## src/sv/mlc8_pkg.sv

```systemverilog
// ----------------------------------------------------------------------------
// mlc8_pkg
// Types, constants and the CRC-8 byte update shared by the lanes, the merge
// stage and the top level.
// ----------------------------------------------------------------------------
package mlc8_pkg;

  localparam int BYTE_W     = 8;
  localparam int BUS_W      = 64;
  localparam int LANE_IDX_W = 3;
  localparam int ACT_W      = 4;

  // CRC-8 with polynomial x^8+x^2+x+1, MSB first.
  localparam logic [BYTE_W-1:0] CRC_POLY = 8'h07;
  localparam logic [BYTE_W-1:0] CRC_INIT = 8'h00;

  // Reset value of the active lane count.
  localparam logic [ACT_W-1:0] ACTIVE_RST = 4'd8;

  // Per-cycle command from the top level to every lane.
  typedef struct packed {
    logic load;   // fold the lane byte into the running CRC
    logic clear;  // check item taken: return the CRC to its initial value
  } lane_ctl_t;

  // One byte through the CRC, eight shift steps.
  function automatic logic [BYTE_W-1:0] crc8_byte(input logic [BYTE_W-1:0] crc,
                                                   input logic [BYTE_W-1:0] b);
    logic [BYTE_W-1:0] c;
    c = crc ^ b;
    for (int i = 0; i < BYTE_W; i++) begin
      if (c[BYTE_W-1]) begin
        c = {c[BYTE_W-2:0], 1'b0} ^ CRC_POLY;
      end else begin
        c = {c[BYTE_W-2:0], 1'b0};
      end
    end
    return c;
  endfunction

endpackage

```

## src/sv/mlc8_in_if.sv

```systemverilog
// ----------------------------------------------------------------------------
// mlc8_in_if
// Input channel: one byte column for all lanes plus the check-item mark.
// ----------------------------------------------------------------------------
interface mlc8_in_if;
  logic        valid;
  logic        ready;
  logic [63:0] lane_bytes;
  logic        last_byte;

  modport source (output valid, output lane_bytes, output last_byte, input ready);
  modport sink   (input valid, input lane_bytes, input last_byte, output ready);
endinterface

```

## src/sv/mlc8_out_if.sv

```systemverilog
// ----------------------------------------------------------------------------
// mlc8_out_if
// Result channel: match flag and lowest matching lane.
// ----------------------------------------------------------------------------
interface mlc8_out_if;
  logic       valid;
  logic       ready;
  logic       match_found;
  logic [2:0] match_lane;

  modport source (output valid, output match_found, output match_lane, input ready);
  modport sink   (input valid, input match_found, input match_lane, output ready);
endinterface

```

## src/sv/mlc8_lane.sv

```systemverilog
// ----------------------------------------------------------------------------
// mlc8_lane
// One CRC-8 lane: keeps the running CRC of its byte stream and compares it
// with the byte presented on the current item.
// ----------------------------------------------------------------------------
module mlc8_lane
  import mlc8_pkg::*;
(
  input  logic              clk,
  input  logic              rst_n,
  input  lane_ctl_t         ctl,
  input  logic [BYTE_W-1:0] lane_byte,
  output logic              match
);

  logic [BYTE_W-1:0] crc_r;
  logic [BYTE_W-1:0] crc_nxt;

  // Clear wins over load; the two are never raised together.
  always_comb begin
    crc_nxt = crc_r;
    if (ctl.clear) begin
      crc_nxt = CRC_INIT;
    end else if (ctl.load) begin
      crc_nxt = crc8_byte(crc_r, lane_byte);
    end
  end

  always_ff @(posedge clk) begin
    if (!rst_n) begin
      crc_r <= CRC_INIT;
    end else begin
      crc_r <= crc_nxt;
    end
  end

  // On a check item the lane byte is the appended check value.
  assign match = (crc_r == lane_byte);

endmodule

```

## src/sv/mlc8_merge.sv

```systemverilog
// ----------------------------------------------------------------------------
// mlc8_merge
// Masks the lane compares with the active lane count, picks the lowest
// matching lane and holds the result in the output register.
// ----------------------------------------------------------------------------
module mlc8_merge
  import mlc8_pkg::*;
#(
  parameter int LANES = 8
) (
  input  logic                  clk,
  input  logic                  rst_n,
  input  logic [LANES-1:0]      lane_match,
  input  logic [ACT_W-1:0]      active_lanes,
  input  logic                  check_fire,
  input  logic                  out_ready,
  output logic                  out_valid,
  output logic                  match_found,
  output logic [LANE_IDX_W-1:0] match_lane
);

  logic                  valid_r;
  logic                  valid_nxt;
  logic                  found_r;
  logic [LANE_IDX_W-1:0] lane_r;
  logic                  found_nxt;
  logic [LANE_IDX_W-1:0] lane_nxt;

  // Lowest active matching lane: scan from the top so the lowest one wins.
  always_comb begin
    found_nxt = 1'b0;
    lane_nxt  = '0;
    for (int k = LANES - 1; k >= 0; k--) begin
      if (lane_match[k] && (ACT_W'(k) < active_lanes)) begin
        found_nxt = 1'b1;
        lane_nxt  = LANE_IDX_W'(k);
      end
    end
  end

  // The output register fills on a check item and empties when taken.
  always_comb begin
    valid_nxt = valid_r;
    if (check_fire) begin
      valid_nxt = 1'b1;
    end else if (out_ready) begin
      valid_nxt = 1'b0;
    end
  end

  always_ff @(posedge clk) begin
    if (!rst_n) begin
      valid_r <= 1'b0;
    end else begin
      valid_r <= valid_nxt;
    end
  end

  always_ff @(posedge clk) begin
    if (check_fire) begin
      found_r <= found_nxt;
      lane_r  <= lane_nxt;
    end
  end

  assign out_valid   = valid_r;
  assign match_found = found_r;
  assign match_lane  = lane_r;

endmodule

```

## src/sv/multi_lane_crc8_first_match.sv

```systemverilog
// ----------------------------------------------------------------------------
// multi_lane_crc8_first_match
// Parallel CRC-8 check over up to eight candidate byte arrays with a
// lowest-matching-lane report.
// ----------------------------------------------------------------------------
// Each input item carries one byte per lane; LANES CRC-8 lanes (polynomial
// 0x07, initial value zero, MSB first, no final xor) fold their bytes in the
// same cycle, so the block takes one item per clock. An item with last_byte
// set carries each lane's check byte: the lane compares and the merge stage
// picks the lowest lane below active_lanes that matches, returning one result
// in the next cycle from the output register, and all lane CRCs return to zero.
// Data items are taken in every cycle regardless of the result channel; a
// check item waits only while the output register still holds a result that
// has not been taken, and that wait is set by the single output register.
// active_lanes may only be written while no item is in flight.
// ----------------------------------------------------------------------------
module multi_lane_crc8_first_match
  import mlc8_pkg::*;
#(
  parameter int LANES = 8
) (
  input  logic             clk,
  input  logic             rst_n,
  input  logic             cfg_we,
  input  logic [ACT_W-1:0] cfg_wdata,
  mlc8_in_if.sink          in_ch,
  mlc8_out_if.source       out_ch
);

  logic [ACT_W-1:0]      active_lanes_r;
  logic                  in_fire;
  logic                  check_fire;
  logic                  res_valid;
  logic                  res_found;
  logic [LANE_IDX_W-1:0] res_lane;
  logic [LANES-1:0]      lane_match;
  lane_ctl_t             lane_ctl;

  // Active lane count register.
  always_ff @(posedge clk) begin
    if (!rst_n) begin
      active_lanes_r <= ACTIVE_RST;
    end else if (cfg_we) begin
      active_lanes_r <= cfg_wdata;
    end
  end

  // Data items never wait; a check item needs room in the output register.
  assign in_ch.ready = !in_ch.last_byte || !res_valid || out_ch.ready;
  assign in_fire     = in_ch.valid && in_ch.ready;
  assign check_fire  = in_fire && in_ch.last_byte;

  assign lane_ctl.load  = in_fire && !in_ch.last_byte;
  assign lane_ctl.clear = check_fire;

  // One CRC lane per candidate array.
  for (genvar g = 0; g < LANES; g++) begin : g_lane
    mlc8_lane u_lane (
      .clk       (clk),
      .rst_n     (rst_n),
      .ctl       (lane_ctl),
      .lane_byte (in_ch.lane_bytes[BYTE_W*g +: BYTE_W]),
      .match     (lane_match[g])
    );
  end

  // Lowest-match selection and output register.
  mlc8_merge #(
    .LANES (LANES)
  ) u_merge (
    .clk          (clk),
    .rst_n        (rst_n),
    .lane_match   (lane_match),
    .active_lanes (active_lanes_r),
    .check_fire   (check_fire),
    .out_ready    (out_ch.ready),
    .out_valid    (res_valid),
    .match_found  (res_found),
    .match_lane   (res_lane)
  );

  assign out_ch.valid       = res_valid;
  assign out_ch.match_found = res_found;
  assign out_ch.match_lane  = res_lane;

endmodule

```

## src/flat_wrapper.sv

```systemverilog
// flat-port wrapper written by rule: the top's interface ports become plain ports
module multi_lane_crc8_first_match_flat import mlc8_pkg::*;
#(
  parameter int LANES = 8
)
  (clk, rst_n, cfg_we, cfg_wdata, in_ch_valid, in_ch_lane_bytes, in_ch_last_byte, in_ch_ready, out_ch_valid, out_ch_match_found, out_ch_match_lane, out_ch_ready);
  mlc8_in_if in_ch_i ();
  mlc8_out_if out_ch_i ();
  input  logic clk;
  input  logic rst_n;
  input  logic cfg_we;
  input  logic [ACT_W-1:0] cfg_wdata;
  input wire logic [$bits(in_ch_i.valid)-1:0] in_ch_valid;
  input wire logic [$bits(in_ch_i.lane_bytes)-1:0] in_ch_lane_bytes;
  input wire logic [$bits(in_ch_i.last_byte)-1:0] in_ch_last_byte;
  output wire logic [$bits(in_ch_i.ready)-1:0] in_ch_ready;
  output wire logic [$bits(out_ch_i.valid)-1:0] out_ch_valid;
  output wire logic [$bits(out_ch_i.match_found)-1:0] out_ch_match_found;
  output wire logic [$bits(out_ch_i.match_lane)-1:0] out_ch_match_lane;
  input wire logic [$bits(out_ch_i.ready)-1:0] out_ch_ready;
  assign in_ch_i.valid = in_ch_valid;
  assign in_ch_i.lane_bytes = in_ch_lane_bytes;
  assign in_ch_i.last_byte = in_ch_last_byte;
  assign in_ch_ready = in_ch_i.ready;
  assign out_ch_valid = out_ch_i.valid;
  assign out_ch_match_found = out_ch_i.match_found;
  assign out_ch_match_lane = out_ch_i.match_lane;
  assign out_ch_i.ready = out_ch_ready;
  multi_lane_crc8_first_match #(.LANES(LANES)) u_core (.clk(clk), .rst_n(rst_n), .cfg_we(cfg_we), .cfg_wdata(cfg_wdata), .in_ch(in_ch_i), .out_ch(out_ch_i));
endmodule
```

## config.mk

```make
export PLATFORM = sky130hd
export DESIGN_NAME = multi_lane_crc8_first_match_flat
export DESIGN_NICKNAME = d
export VERILOG_FILES = /design/src/sv/mlc8_pkg.sv /design/src/sv/mlc8_in_if.sv /design/src/sv/mlc8_out_if.sv /design/src/sv/mlc8_lane.sv /design/src/sv/mlc8_merge.sv /design/src/sv/multi_lane_crc8_first_match.sv /design/src/flat_wrapper.sv
export SDC_FILE = /design/constraint.sdc
export NUM_CORES = 1
export LEC_CHECK = 0
export BUFFER_PORTS_ARGS = -buffer_cell sky130_fd_sc_hd__buf_4
export CAP_MARGIN = 20
export CORE_UTILIZATION = 62
export CTS_CLUSTER_DIAMETER = 50
export DETAILED_ROUTE_END_ITERATION = 10
export PLACE_DENSITY_LB_ADDON = 0.05
export SLEW_MARGIN = 30
export SYNTH_ARGS = -nofsm -noshare
export SYNTH_HDL_FRONTEND = slang
export SYNTH_SLANG_ARGS = --single-unit
```

## constraint.sdc

```tcl
create_clock -name clk -period 3 [get_ports clk]
set_clock_uncertainty 0.05 [all_clocks]
set_input_delay 0.3 -clock clk [delete_from_list [all_inputs] [get_ports clk]]
set_output_delay 0.3 -clock clk [all_outputs]
set_load 0.01 [all_outputs]
```

==> run_results.csv, run 1 <==
group,metric,value,unit
global_routing,grt_usage,0.2548,
final_layout,final.fill_count,581,
clocking,cts_resized,0,
timing,slew_viol_final,0,
route,wl_met2,5013,um
timing,max_freq,468.3,MHz
power_and_ir_drop,power_density,570.9,nW/um^2
final_layout,fin_area,6017,sq um
worst_setup_path,cp_max_fo,3,
worst_setup_path,cp-start-kind,"flip-flop",
placement,io_buffers,79,
floorplanning,die_y,93.01,um
clocking,cts.hold.buffers_added,0,
final_layout,diodes,0,
floorplanning,rows,32,
synthesis,synth_cells,497,
route,viasPerCell,5.595,
clocking,root_buffer,"clkbuf_8",
synthesis,synth_nets,595,
final_layout,drive_above_1_share,0.2378,
worst_setup_path,reg2reg_depth,6,
synthesis,synthArstFlopShare,0,
synthesis,synth_cell_type_count,45,
placement,dp_hpwl,7537,um
floorplanning,die_x,93.01,um
timing,hold_viol,0,
power_and_ir_drop,p_seq_frac,0.344,
power_and_ir_drop,swShare,0.3244,
placement,place_inst,658,
timing,tightest_slew,941.1,ps
power_and_ir_drop,p_comb_frac,0.391,
power_and_ir_drop,switching_power,1.114,mW
outcome,status,"finished, final reports clean",
power_and_ir_drop,intPower,2.321,mW
floorplanning,die-area,8650,sq um
job,cap_violations,0,
route,firstDrtPassIters,5,
global_routing,grt_max_degree,78,
route,vias,3771,
synthesis,ys.warnings.count,0,
worst_setup_path,critPathKind,"flip-flop to flip-flop",
route,top_layer_used,"met4",
route,drt_iter0_drc,145,
final_layout,fin_nets,665,
clocking,clockBufferDepth,2,
timing,fin_crit_sh,0.7118,
global_routing,grt_antenna_before_repair,0,
final_layout,post-route-util,0.7628,
final_layout,multi_input_area,3512,sq um
global_routing,grt_pass1_vias,3753,
clocking,clk_pin_slew_worst_paths,80,ps
placement,placed_area,5779,sq um
synthesis,synth_seq_cells,73,
final_layout,syn_to_final_growth,17.18,%
clocking,cts_buffers,9,
timing,min_period,2135,ps
timing,setup_slack,864.7,ps
worst_setup_path,cp-end-kind,"flip-flop",
global_routing,grt_pass1_wl,17190,um
power_and_ir_drop,leakage,2.375,nW
synthesis,postSynthAreaPerCell,10.33,sq um
power_and_ir_drop,peakVddDrop,0.3067,mV
synthesis,synthFlopType,"dfxtp_1",
synthesis,ys_seq_area_frac,0.2924,
clocking,cts_sinks,73,
route,drc,0,
power_and_ir_drop,clockPowerShare,0.265,
timing,grt_setup_unrepaired,"no",
hold_path,hold_depth,3,
clocking,clk_latency,360,ps
floorplanning,boundaryPins,80,
worst_setup_path,crit_arrival,2190,ps
route,ant_nets,0,
clocking,post_cts_buffers,0,
placement,gp_congestion,0.7876,
global_routing,grt_overflow_total,0,
hold_path,hold_class,"input pin to flip-flop",
clocking,htree_levels,3,
placement,dp_worst_setup_slack,818.3,ps
route,wl_met1,4739,um
route,wire_per_inst,15.51,um
final_layout,seq_area,1501,sq um
final_layout,stdcell_count,674,
floorplanning,start_util,0.6510,
timing,relSlewSlack,0.3726,
timing,final.setup.tns,0,ps
route,wl_met3,451,um
floorplanning,core-area,7888,sq um
synthesis,synth.cell_area,5135,sq um
synthesis,synth_edf_count,4,
worst_setup_path,required,3050,ps
timing,setup-violations-final,0,
clocking,cts_tree,"built",
route,wirelength,10450,um
## Yosys cell counts (5+ instances only)
| library cell | instances | area [sq um] |
|---|---|---|
| and3_1 | 5 | 31.28 |
| xnor2_1 | 84 | 735.7 |
| a22oi_1 | 44 | 330.3 |
| dfxtp_1 | 69 | 1381 |
| nor2b_1 | 48 | 300.3 |
| a21boi_1 | 12 | 90.09 |
| clkbuf_1 | 12 | 45.04 |
| xor3_1 | 7 | 166.4 |
| nand3b_1 | 13 | 97.59 |
| ha_1 | 24 | 300.3 |
| xnor2_2 | 28 | 455.4 |
| nand3_1 | 6 | 30.03 |
| nor3b_1 | 9 | 67.56 |
| o21ai_1 | 5 | 25.02 |
| buf_2 | 9 | 45.04 |
| nand2_1 | 14 | 52.55 |
| o21ai_0 | 5 | 25.02 |
| xor2_1 | 37 | 324.1 |
| o31a_1 | 9 | 78.83 |
| a32o_1 | 8 | 80.08 |
## layer usage
metal	global-route usage	up-vias
met2	0.4203	88
met3	0.04146	19
met1	0.3217	1782
met5	0	-
li1	-	1882
met4	0.1295	0
## flip-flops by register name (all words and copies together), names as in the netlist
name,count
u_core.u_merge.out_valid,1
u_core.u_merge.match_found,1
u_core.active_lanes_r,4
u_core.u_merge.match_lane,3
u_core.g_lane.u_lane.crc_r,64
## logic make-up (layout without fill, tap and decap cells)
kind of cell    count (synthesis)  after routing  share of synthesized area
mux                             4              4                   0.007798
buf+inv                        28            103                    0.02461
fa+ha+maj                      24             24                    0.05848
xor+xnor                      159            159                     0.3394
flops                          73             73                     0.2924
simple gates                  115            115                     0.1386
compound gates                 94             94                     0.1386
## power groups by stage
stage               Clock [mW]  Combinational [mW]  Sequential, mW
global placement             0                1.30            1.19
floorplan                    0                1.08            1.18
finish                   0.911                1.34            1.18
detailed placement           0                1.34            1.20
CTS                      0.923                1.35            1.18
global route             0.966                1.49            1.19
## area by class of cell
| type | count | area share |
|---|---|---|
| well taps | 102 | 0.02121 |
| repair buffers | 83 | 0.1036 |
| inverters | 4 | 0.002495 |
| multi-input cells | 396 | 0.5837 |
| flip-flops and latches | 73 | 0.2495 |
| clock buffers | 10 | 0.02475 |
| clock inverters | 6 | 0.01476 |
## metrics by stage
stage,hold slack (ps),power (mW)
6_report,110.6,3.435
5_1_grt,119.1,3.644
4_1_cts,103.5,3.455
3_5_place_dp,466.0,2.539
3_3_place_gp,455.0,2.495
2_1_floorplan,378.5,2.265
## critical path: stages (launching register included)
cell and delay (ps):
dfxtp_1 320, xnor2_1 350, ha_1 210, nand3_1 60, or4_1 540, and2_1 220, nor3b_1 140
## final timing paths
path	start	endpoint	slack [ps]
worst max-delay path	u_core.g_lane[2].u_lane.crc_r[7]	u_core.u_merge.match_lane[2]	860
worst min-delay path	cfg_wdata[3]	u_core.active_lanes_r[3]	110
worst max register to register	u_core.g_lane[2].u_lane.crc_r[7]	u_core.u_merge.match_lane[2]	860
worst min register to register	u_core.g_lane[5].u_lane.crc_r[6]	u_core.g_lane[5].u_lane.crc_r[6]	480
## placed cells by master (no fill, tap or decap), types with 4 or more instances in the layout
master	count
nand4_1	4
nor3b_1	9
xnor2_1	84
o21ai_1	5
a32o_1	8
o21ai_0	5
nand2_1	13
nor2b_1	48
a21boi_1	12
a22oi_1	44
and3_1	5
dfxtp_1	69
xnor2_2	28
clkbuf_8	9
edfxtp_1	4
o31a_1	9
inv_1	4
buf_4	83
nand3b_1	13
mux2i_1	4
xor2_1	37
ha_1	24
xor3_1	7
nand3_1	6
No activity file was read; power rests on OpenSTA's default activity.
==> run 2: changes to the inputs <==
--- a/config.mk
+++ b/config.mk
@@ -5,9 +5,10 @@
 export SDC_FILE = /design/constraint.sdc
 export NUM_CORES = 1
 export LEC_CHECK = 0
+export ABC_AREA = 1
 export BUFFER_PORTS_ARGS = -buffer_cell sky130_fd_sc_hd__buf_4
 export CAP_MARGIN = 20
-export CORE_UTILIZATION = 62
+export CORE_UTILIZATION = 58
 export CTS_CLUSTER_DIAMETER = 50
 export DETAILED_ROUTE_END_ITERATION = 10
 export PLACE_DENSITY_LB_ADDON = 0.05
==> constraint.sdc (replaced) <==
create_clock -name clk -period 2.1 [get_ports clk]
set_clock_uncertainty 0.05 [all_clocks]
set_input_delay 0.21 -clock clk [delete_from_list [all_inputs] [get_ports clk]]
set_output_delay 0.21 -clock clk [all_outputs]
set_load 0.01 [all_outputs]
==> run_results.csv, run 2 <==
group,metric,value,unit
final_layout,drive_above_1_share,0.2027,
placement,dp_hpwl,8128,um
placement,io_buffers,79,
synthesis,ys_seq_area_frac,0.2997,
floorplanning,rows,33,
placement,dp_worst_setup_slack,267.8,ps
clocking,post_cts_buffers,0,
synthesis,synth_top_area_cell,"dfxtp_1",
synthesis,synth_area_leaders,"dfxtp_1 (28%), xnor2_1 (14%), xor2_1 (11%)",
final_layout,most-common-layout-cells,"buf_4 (98), nor2_1 (84), nand2_1 (84), xnor2_1 (81), inv_1 (72)",
final_layout,top_register,"u_core.g_lane.u_lane.crc_r",
floorplanning,die_x,94.94,um
final_layout,diodes,0,
worst_setup_path,crit_arrival,1900,ps
synthesis,synth_seq_cells,73,
route,drt_iter0_drc,143,
clocking,cts.hold.buffers_added,0,
power_and_ir_drop,total_power,4.699,mW
worst_setup_path,slowest_delay,350,ps
floorplanning,start_util,0.6036,
clocking,cts_buffers,9,
power_and_ir_drop,peakVddDrop,0.4105,mV
synthesis,ys.warnings.count,0,
global_routing,grt_max_degree,32,
final_layout,multi_input_area,3098,sq um
synthesis,synth_nets,740,
synthesis,synth_common_cells,"nand2_1 (84), nor2_1 (84), xnor2_1 (81)",
final_layout,final.fill_count,691,
job,cap_violations,0,
clocking,clockBufferDepth,2,
power_and_ir_drop,leakage,3.014,nW
worst_setup_path,crit_path_frequent_cell,"nand2_1",
hold_path,min_from,"cfg_wdata[3]",
clocking,cts_resized,0,
floorplanning,die-area,9014,sq um
worst_setup_path,reg2reg_depth,10,
route,wirelength,11150,um
final_layout,final_common_cell,"buf_4",
clocking,cts_tree,"built",
global_routing,grt_antenna_before_repair,0,
global_routing,grt_pass1_wl,18250,um
floorplanning,core-area,8299,sq um
clocking,clk_pin_slew_worst_paths,80,ps
worst_setup_path,worstReg2RegEnd,"u_core.u_merge.match_found",
hold_path,min_to,"u_core.active_lanes_r[3]",
final_layout,largest_reg_flops,64,
worst_setup_path,cpMaxStageDelayCell,"dfxtp_1",
route,firstDrtPassIters,4,
worst_setup_path,required,2130,ps
synthesis,synth.cell_area,5010,sq um
floorplanning,die_y,94.94,um
power_and_ir_drop,power_density,777.4,nW/um^2
timing,relSlewSlack,0.7256,
clocking,htree_levels,3,
final_layout,syn_to_final_growth,20.65,%
synthesis,synth_edf_count,4,
worst_setup_path,critPathKind,"flip-flop to flip-flop",
timing,max_freq,534.7,MHz
synthesis,synth_cells,642,
worst_setup_path,cp_max_fo,3,
final_layout,seq_area,1501,sq um
timing,grt_setup_unrepaired,"no",
worst_setup_path,cp-end-kind,"flip-flop",
synthesis,postSynthAreaPerCell,7.803,sq um
timing,setup-violations-final,0,
timing,fin_crit_sh,0.8906,
clocking,root_buffer,"clkbuf_8",
hold_path,hold_class,"input pin to flip-flop",
timing,hold_viol,0,
route,drc,0,
clocking,cts_sinks,73,
worst_setup_path,rr_startpoint,"u_core.g_lane[5].u_lane.crc_r[2]",
global_routing,grt_pass1_vias,4126,
synthesis,yosys.area.top_type_share,0.2757,
worst_setup_path,cp-start-kind,"flip-flop",
final_layout,fin_nets,833,
clocking,clk_latency,350,ps
route,vias,4296,
worst_setup_path,regToRegSetupSlack,230,ps
global_routing,grt_usage,0.2607,
timing,setup_slack,229.7,ps
synthesis,synthArstFlopShare,0,
route,ant_nets,0,
route,viasPerCell,5.084,
placement,gp_congestion,0.8352,
floorplanning,boundaryPins,80,
global_routing,grt_overflow_total,0,
synthesis,synth_cell_type_count,34,
outcome,status,"finished, final reports clean",
timing,tightest_slew,411.6,ps
worst_setup_path,crit_chain,"xor2_1, inv_1, ha_1, nand2_1, nand3b_1, nor2_1, nand2_1, nand2_1, nor2_1, nand4_1",
route,wire_per_inst,13.20,um
timing,final.setup.tns,0,ps
hold_path,hold_depth,3,
synthesis,synthFlopType,"dfxtp_1",
timing,min_period,1870,ps
timing,slew_viol_final,0,
## run 2: how the worst max path moves through the flow
stage	start	endpoint	slack, ps
2_1_floorplan	u_core.g_lane[6].u_lane.crc_r[5]	u_core.u_merge.match_lane[0]	420
3_3_place_gp	in_ch_lane_bytes[51]	u_core.u_merge.match_lane[0]	290
3_5_place_dp	u_core.g_lane[6].u_lane.crc_r[2]	u_core.u_merge.match_found	270
4_1_cts	u_core.g_lane[6].u_lane.crc_r[2]	u_core.u_merge.match_found	240
5_1_grt	u_core.g_lane[7].u_lane.crc_r[3]	u_core.u_merge.match_lane[0]	70
6_report	u_core.g_lane[5].u_lane.crc_r[2]	u_core.u_merge.match_found	230
## run 2: final cells by class
cell class                 instances  area share
timing repair buffer              99      0.1250
clock buffer                      12     0.02919
tap                              105     0.02173
sequential                        73      0.2484
inverter                          75     0.04740
multi-input combinational        477      0.5125
clock inverter                     4     0.01573
## run 2: metal layers
layer | up-vias | part of all wire | track usage
met3 | 14 | 0.050 | 0.03301
li1 | 2221 | - | -
met1 | 1963 | 0.46 | 0.3307
met5 | - | 0 | 0
met4 | 0 | 0.014 | 0.08460
met2 | 98 | 0.48 | 0.4550
## run 2: power breakdown
| part | leakage, nW | total (mW) | switching, mW | internal (mW) |
|---|---|---|---|---|
| clock network | 0.138 | 1.46 | 0.536 | 0.925 |
| logic | 2.27 | 1.62 | 0.857 | 0.762 |
| registers | 0.607 | 1.62 | 0.0961 | 1.52 |
| total | 3.01 | 4.70 | 1.49 | 3.21 |
## run 2: logic make-up (layout without fill, tap and decap cells)
logic type / Yosys count / in the layout / synth area share
adders and majority gates: 24 / 24 / 0.05994
buffers and inverters: 92 / 190 / 0.08192
AOI/OAI and AO/OA: 96 / 96 / 0.1199
and+or+nand+nor: 209 / 209 / 0.1741
DFF: 73 / 73 / 0.2997
xor gates and xnor gates: 148 / 148 / 0.2645
## run 2: metrics by stage
| step | cell area (sq um) | instances | hold slack, ps | utilization |
|---|---|---|---|---|
| floorplan | 5010 | 642 | 258.6 | - |
| global placement | 5773 | 829 | 398.1 | 0.6956 |
| detailed placement | 5773 | 829 | 399.3 | 0.6956 |
| CTS | 6045 | 845 | 43.97 | 0.7283 |
| global route | 6045 | 845 | 71.11 | 0.7283 |
| finish | 6045 | 845 | 52.95 | 0.7283 |
## run 2: critical path, delay by kind of cell (launching register included)
family / cells / cell delay (ps)
xor+xnor: 1 / 260
fa+ha+maj: 1 / 220
buf+inv: 1 / 110
flops: 1 / 350
simple gates: 7 / 620
